$ cat config.mk
export PLATFORM = sky130hd
export DESIGN_NAME = bboe_ram
export DESIGN_NICKNAME = d
export VERILOG_FILES = /design/src/rtl/assert_macros.svh /design/src/rtl/bboe_ram.sv
export SDC_FILE = /design/constraint.sdc
export NUM_CORES = 1
export LEC_CHECK = 0
export ABC_AREA = 1
export BUFFER_PORTS_ARGS = -buffer_cell sky130_fd_sc_hd__buf_2
export CORE_MARGIN = 4
export CORE_UTILIZATION = 45
export DETAILED_ROUTE_END_ITERATION = 8
export PLACE_DENSITY_LB_ADDON = 0.1
export SYNTH_ARGS = -nofsm -noshare
export SYNTH_HDL_FRONTEND = slang
export SYNTH_SLANG_ARGS = --single-unit
$ cat constraint.sdc
create_clock -name clk -period 3.2 [get_ports clk]
set_clock_uncertainty 0.05 [all_clocks]
set_input_delay 0.32 -clock clk [delete_from_list [all_inputs] [get_ports clk]]
set_output_delay 0.32 -clock clk [all_outputs]
set_load 0.01 [all_outputs]
$ cat src/rtl/assert_macros.svh
// assertion macros used by the top-level rtl file
// no dependencies; assertions are compiled out when SYNTHESIS is defined
`ifndef ASSERT_MACROS_SVH
`define ASSERT_MACROS_SVH

`ifndef SYNTHESIS
`define ASSERT_CLK(lbl, clk, prop, msg) \
	lbl: assert property (@(posedge clk) prop) else $error(msg);
`define ASSERT_CLK_RST(lbl, clk, rst_n, prop, msg) \
	lbl: assert property (@(posedge clk) disable iff (!rst_n) prop) else $error(msg);
`else
`define ASSERT_CLK(lbl, clk, prop, msg)
`define ASSERT_CLK_RST(lbl, clk, rst_n, prop, msg)
`endif

`endif

$ cat src/rtl/bboe_ram.sv
// generic single-port ram with registered read data
// no dependencies
module bboe_ram #(
	parameter int WIDTH = 8,
	parameter int DEPTH = 32
) (
	input  logic                     clk,
	input  logic                     we,
	input  logic [$clog2(DEPTH)-1:0] addr,
	input  logic [WIDTH-1:0]         wdata,
	output logic [WIDTH-1:0]         rdata
);

	logic [WIDTH-1:0] mem [DEPTH];

	always_ff @(posedge clk) begin
		if (we) begin
			mem[addr] <= wdata;
		end
		rdata <= mem[addr];
	end

endmodule

* After elaboration in Yosys (flattened, before gate mapping)
Memories as Yosys holds them, arrays and structs flattened. A register that Yosys moved wholly into a read port is not among the register bits.
Cells that the tools add are included.
** Word-level totals
- Word-level logic and storage cells :: 3
- RAM bits :: 256
- Memories :: 1
- Output and inout port bits :: 8
- Flip-flop bits (word level) :: 0
- Bits of input ports :: 15
** Memories
- mem :: words 32, bits a word 8, rd ports 1, clocked after Yosys merged registers in 1, write ports 1, RTL line bboe_ram.sv:14 : logic [WIDTH-1:0] mem [DEPTH];
** Cells by class
- Muxes and demuxes :: 2
** Operators by type and width (count)
- $mux 1 :: 2

* Longest topological paths before layout
Gate-level depths: netlist of run 1.
- Depth in word-level cells :: 2
- Depth in mapped cells :: 12
- Depth with buffers taken out :: 9

* Least setup slack after synthesis of run 1
OpenSTA, ideal clock, no wires.
- Path type :: input to register
- Start point :: input addr[2]
- End point :: memory mem[28][0], enable pin
- Path buffers :: 1
- Arrival time :: 1.412 ns
- Data required time :: 2.780 ns
- Stages on the path :: 5
- Library setup time :: 0.370 ns
- Slack :: 1.368 ns
- Cells stage by stage :: buf_4 > inv_2 > nor3_2 > inv_1 > nor2_1
** RTL lines
- from (decl) :: RTL line bboe_ram.sv:9 : input logic [$clog2(DEPTH)-1:0] addr,
- to (decl) :: RTL line bboe_ram.sv:14
Straight into the memory's write port.

* Worst setup path in the final report of run 1
- Start point :: input addr[0]
- End point :: memory mem[21][4], enable pin
Straight into the memory's write port.

==> results.ini, run 1 <==
[clock_tree]
clkLatencyLatePin_ps = 530
cts_buffers = 27
cts_tree = yes
cts-resized-gates = 0
clk_pin_slew_ps = 70
postCtsSetupBuffers = 0
cts_num_sinks = 264
cts-root-buf = clkbuf_16
cts_max_path_buffers = 3
htreeDepth = 1
hold_buffers = 0

[synth]
ys_seq_elements = 264
seq_area_frac_synth_pct = 71.4
yosys_warnings = 0
avgSynthCellArea_um2 = 10.3
yosys.cell_types.count = 12
syn_area_mm2 = 0.0110
synthCells = 1063
synth_fp_nets = 1078

[grt]
grt_antenna_before_repair = 1
grt_start_max_net_pins = 73
grt_pass1_wl_mm = 39.7
grt_pass1_vias = 6795
overflow = 0
grtUsageTotal_pct = 19.5

[setup_path]
cp-start-kind = input port
worstSetupPathType = in2reg
cp_data_arrival_time_ps = 2050
critPathCaptureType = flop
worstPathRequired_ps = 3310
path_max_fanout = 38

[cells_and_area]
final_nets = 1112
syn2layout_area_growth_pct = 12.2
finalNonFillerCells = 1436
postLayoutCoreUtil_pct = 51.9
final_area_mm2 = 0.0123
drive_gt1_share_pct = 9.76
antenna_cells = 0

[die]
initial_utilization_pct = 46.3
design.die.area_mm2 = 0.0270
placement_rows = 56
die_h_um = 164
io_pins = 23
core_mm2 = 0.0238
die_x_um = 164

[timing]
max_slew_margin_pct = 44.7
rsz0062_at_grt = no
fin_crit_sh_pct = 60.7
report.final.hold_viol_count = 0
slew_violations = 0
fin_crit_ps = 1940
fmax_ghz = 0.515
fin_ws_ps = 1260
worst-slew-pin-transition_ps = 830
tns_ps = 0
setup_viol = 0
hold_ws_ps = 362

[pwr]
ir_worst_vdd_v = 0.000381
total_power_mw = 7.36
p_leak_nw = 5.13
power_per_cell_area_mw_per_mm2 = 597

[placed_design]
pre_cts_ws_ps = 701
placed_cells = 1387
place_area_mm2 = 0.0115
io_buffer_count = 22
hpwl_mm = 15.0
gp_congestion = 0.799

[routing]
post-route-drc-count = 0
first_pass_iters = 5
viasPerCell = 4.83
wl_per_cell_um = 17.9
vias = 6942
ant_nets = 0
drt-total-wl_mm = 25.7
initialDrtViolationCount = 439

[hold_path]
worstHoldPathType = in2reg

[status]
outcome = finished, final reports clean

[flow_run]
maxCapViolCount = 0

==> worst paths after layout <==
kind	start	endpoint	slack, ps	cells past startpoint
setup / recovery	addr[0]	mem[21][4]$_DFFE_PP_	1260	3
hold / removal	wdata[1]	mem[31][1]$_DFFE_PP_	360	1
setup reg to reg	mem[11][3]$_DFFE_PP_	rdata[3]$_DFF_P_	1930	8
hold reg to reg	mem[14][7]$_DFFE_PP_	rdata[7]$_DFF_P_	670	8
==> report_power, final <==
| group | switching, mW | internal [mW] |
|---|---|---|
| Combinational | 0.330 | 0.108 |
| Clock | 1.26 | 1.81 |
| Sequential | 0.0152 | 3.85 |
| Total | 1.60 | 5.76 |
==> final cells by class <==
cell class                      count  area (um^2)
Timing Repair Buffer               51          330
Clock inverter                     10          103
Fill cell                        2163        11400
Multi-Input combinational cell    740         2830
Tap cell                          319          399
Sequential cell                   264         7850
Clock buffer                       39          761
Inverter                           13         51.3
==> cells by family after synthesis <==
group         synth area share, %
buf+inv                      2.80
flops                        71.4
simple gates                 25.8
==> flip-flops by register name, indices dropped and copies added, names as in the netlist <==
register and flops:
mem 256, rdata 8
==> cell usage in the layout (no fill, tap or decap) <==
cell          n
nand2_1     680
clkbuf_8      4
inv_1         4
buf_4        30
inv_4         1
nand3_1       4
clkbuf_1      8
clkinv_2      7
edfxtp_1    256
dfxtp_1       8
nor3_2        8
bufinv_16     2
nor2_1       48
clkinvlp_4    1
inv_2         8
buf_2        21
clkbuf_16    27
==> worst max-delay path, cell delays in order <==
cell and delay [ps]:
buf_4 380, nand3_1 590, nor2_1 750
==> cells in the mapped netlist <==
library cell,instances,area share (%)
buf_4,13,0.89
inv_2,9,0.31
nand3_1,4,0.18
buf_6,1,0.10
edfxtp_1,256,70
nor2_1,48,1.6
nand2_1,680,23
buf_2,24,1.1
inv_1,4,0.14
clkbuf_1,8,0.27
dfxtp_1,8,1.5
nor3_2,8,0.73
==> metal layers <==
metal | vias to the layer above | GRT usage [%] | routed length [um]
met5 | - | 0 | 0
met4 | 0 | 4.57 | 454
met3 | 33 | 2.33 | 1080
met2 | 129 | 30.8 | 11800
met1 | 3275 | 29.2 | 12400
li1 | 3505 | - | -
(Power assumes the default switching activity.)
==> run 2: changes to the inputs <==
clock period = 1.93 ns   (was 3.2 ns; I/O delays follow)
==> run 2 against run 1 <==
Against the previous run: sequential share of layout area shrank 2.1 points; power up 68%; critical path type is now reg2out; worst hold slack worse by 300 ps; clock power grew 70%; register-to-register slack worse by 1200 ps; utilization is 1.8 points higher; critical path depth is 2 lower; largest cell class unchanged.
==> results.ini, run 2 (synthesized netlist as in run 1, its figures left out) <==
[status]
outcome = finished, final reports clean

[setup_path]
cp_num_buf_inv = 1
cp_data_arrival_time_ps = 1040
worstSetupPathType = reg2out
reg2reg_slack_ps = 700
critPathCaptureType = output pin
path_max_fanout = 1
cp-start-kind = flop
cpPeakStageDelay_ps = 360
path_cells = buf_2
worstPathRequired_ps = 1690
slowest_stage = dfxtp_1
critPathTopFamily = flip-flops

[timing]
fin_crit_sh_pct = 66.5
fmax_ghz = 0.779
tns_ps = 0
rsz0062_at_grt = no
fin_crit_ps = 1280
max_slew_margin_pct = 53.3
report.final.hold_viol_count = 0
worst-slew-pin-transition_ps = 701
slew_violations = 0
setup_viol = 0

[hold_path]
worstHoldPathType = in2reg

[placed_design]
placed_cells = 1423
place_area_mm2 = 0.0118
io_buffer_count = 22
gp_congestion = 0.799
hpwl_mm = 15.8

[grt]
overflow = 0
grt_antenna_before_repair = 0
grt_pass1_wl_mm = 39.1
grt_pass1_vias = 6887
grt_start_max_net_pins = 46
grtUsageTotal_pct = 19.3

[routing]
wl_per_cell_um = 17.2
vias = 7000
initialDrtViolationCount = 372
viasPerCell = 4.75
post-route-drc-count = 0
drt-total-wl_mm = 25.3
first_pass_iters = 4
ant_nets = 0

[clock_tree]
cts-root-buf = clkbuf_16
hold_buffers = 0
clk_pin_slew_ps = 60
cts_num_sinks = 264
cts_max_path_buffers = 3
cts-resized-gates = 0
cts_buffers = 28
clkLatencyLatePin_ps = 530
htreeDepth = 1
cts_tree = yes
postCtsSetupBuffers = 0

[cells_and_area]
largest_reg_flops = 256
final_common_cell = nand2_1
postLayoutCoreUtil_pct = 53.7
drive_gt1_share_pct = 12.6
largest-register = mem
final_area_mm2 = 0.0127
syn2layout_area_growth_pct = 16.0
finalNonFillerCells = 1474
final_nets = 1149
biggestRegsByFlops = mem (256), rdata (8)
antenna_cells = 0
final_cell_mix = 680 x nand2_1, 256 x edfxtp_1, 58 x buf_4, 48 x nor2_1, 29 x clkbuf_16

[pwr]
pwr-share-comb_pct = 6.2
power_per_cell_area_mw_per_mm2 = 970
power.internal_mw = 9.71
p_leak_nw = 5.37
ir_worst_vdd_v = 0.000817
swShare_pct = 21.5
clockPowerShare_pct = 42.0
p_switching_mw = 2.65
sequentialPowerShare_pct = 51.8

[flow_run]
maxCapViolCount = 0

[die]
core_mm2 = 0.0238
design.die.area_mm2 = 0.0270
placement_rows = 56
die_x_um = 164
io_pins = 23
die_h_um = 164
initial_utilization_pct = 46.3

[run 2: changes by cell type in the layout (fill, tap and decap cells not counted)]
cell	previous run	this run
clkinv_4	0	2
clkbuf_8	4	3
clkinv_2	7	4
buf_4	30	58
clkbuf_16	27	29
buf_12	0	8
clkinvlp_4	1	2
clkbuf_1	8	4
clkinv_1	0	5
[run 2: final cells by class]
class                      count  area, um^2
clock inverter                15         131
fill                        2094       11000
multi-input combinational    740        2830
timing repair buffer          87         701
clock buffer                  36         782
sequential                   264        7850
inverter                      13        51.3
tap                          319         399
[run 2: layer usage]
layer	part of all wire (%)	global-route usage (%)
met5	0	0
met1	47	27.9
met4	1.8	3.81
met2	47	31.9
met3	4.6	2.41
[run 2: final timing paths]
path	startpoint	endpoint	cells after the start
hold reg to reg	mem[31][7]$_DFFE_PP_	rdata[7]$_DFF_P_	8
hold / removal	wdata[0]	mem[18][0]$_DFFE_PP_	1
setup / recovery	rdata[4]$_DFF_P_	rdata[4]	1
setup reg to reg	mem[25][1]$_DFFE_PP_	rdata[1]$_DFF_P_	8
[run 2: stage by stage]
step	setup WS, ps	hold WS [ps]	power [mW]
3_3_place_gp	251	566	7.30
3_5_place_dp	272	559	7.30
2_1_floorplan	225	242	6.94
4_1_cts	615	44.4	12.5
5_1_grt	565	52.7	12.8
6_report	647	59.1	12.4
[run 2: power groups by stage]
stage	Clock, mW	Combinational (mW)	Sequential [mW]
finish	5.19	0.762	6.40
floorplan	0	0.414	6.53
global route	5.57	0.857	6.41
detailed placement	0	0.774	6.52
CTS	5.30	0.776	6.40
global placement	0	0.773	6.52
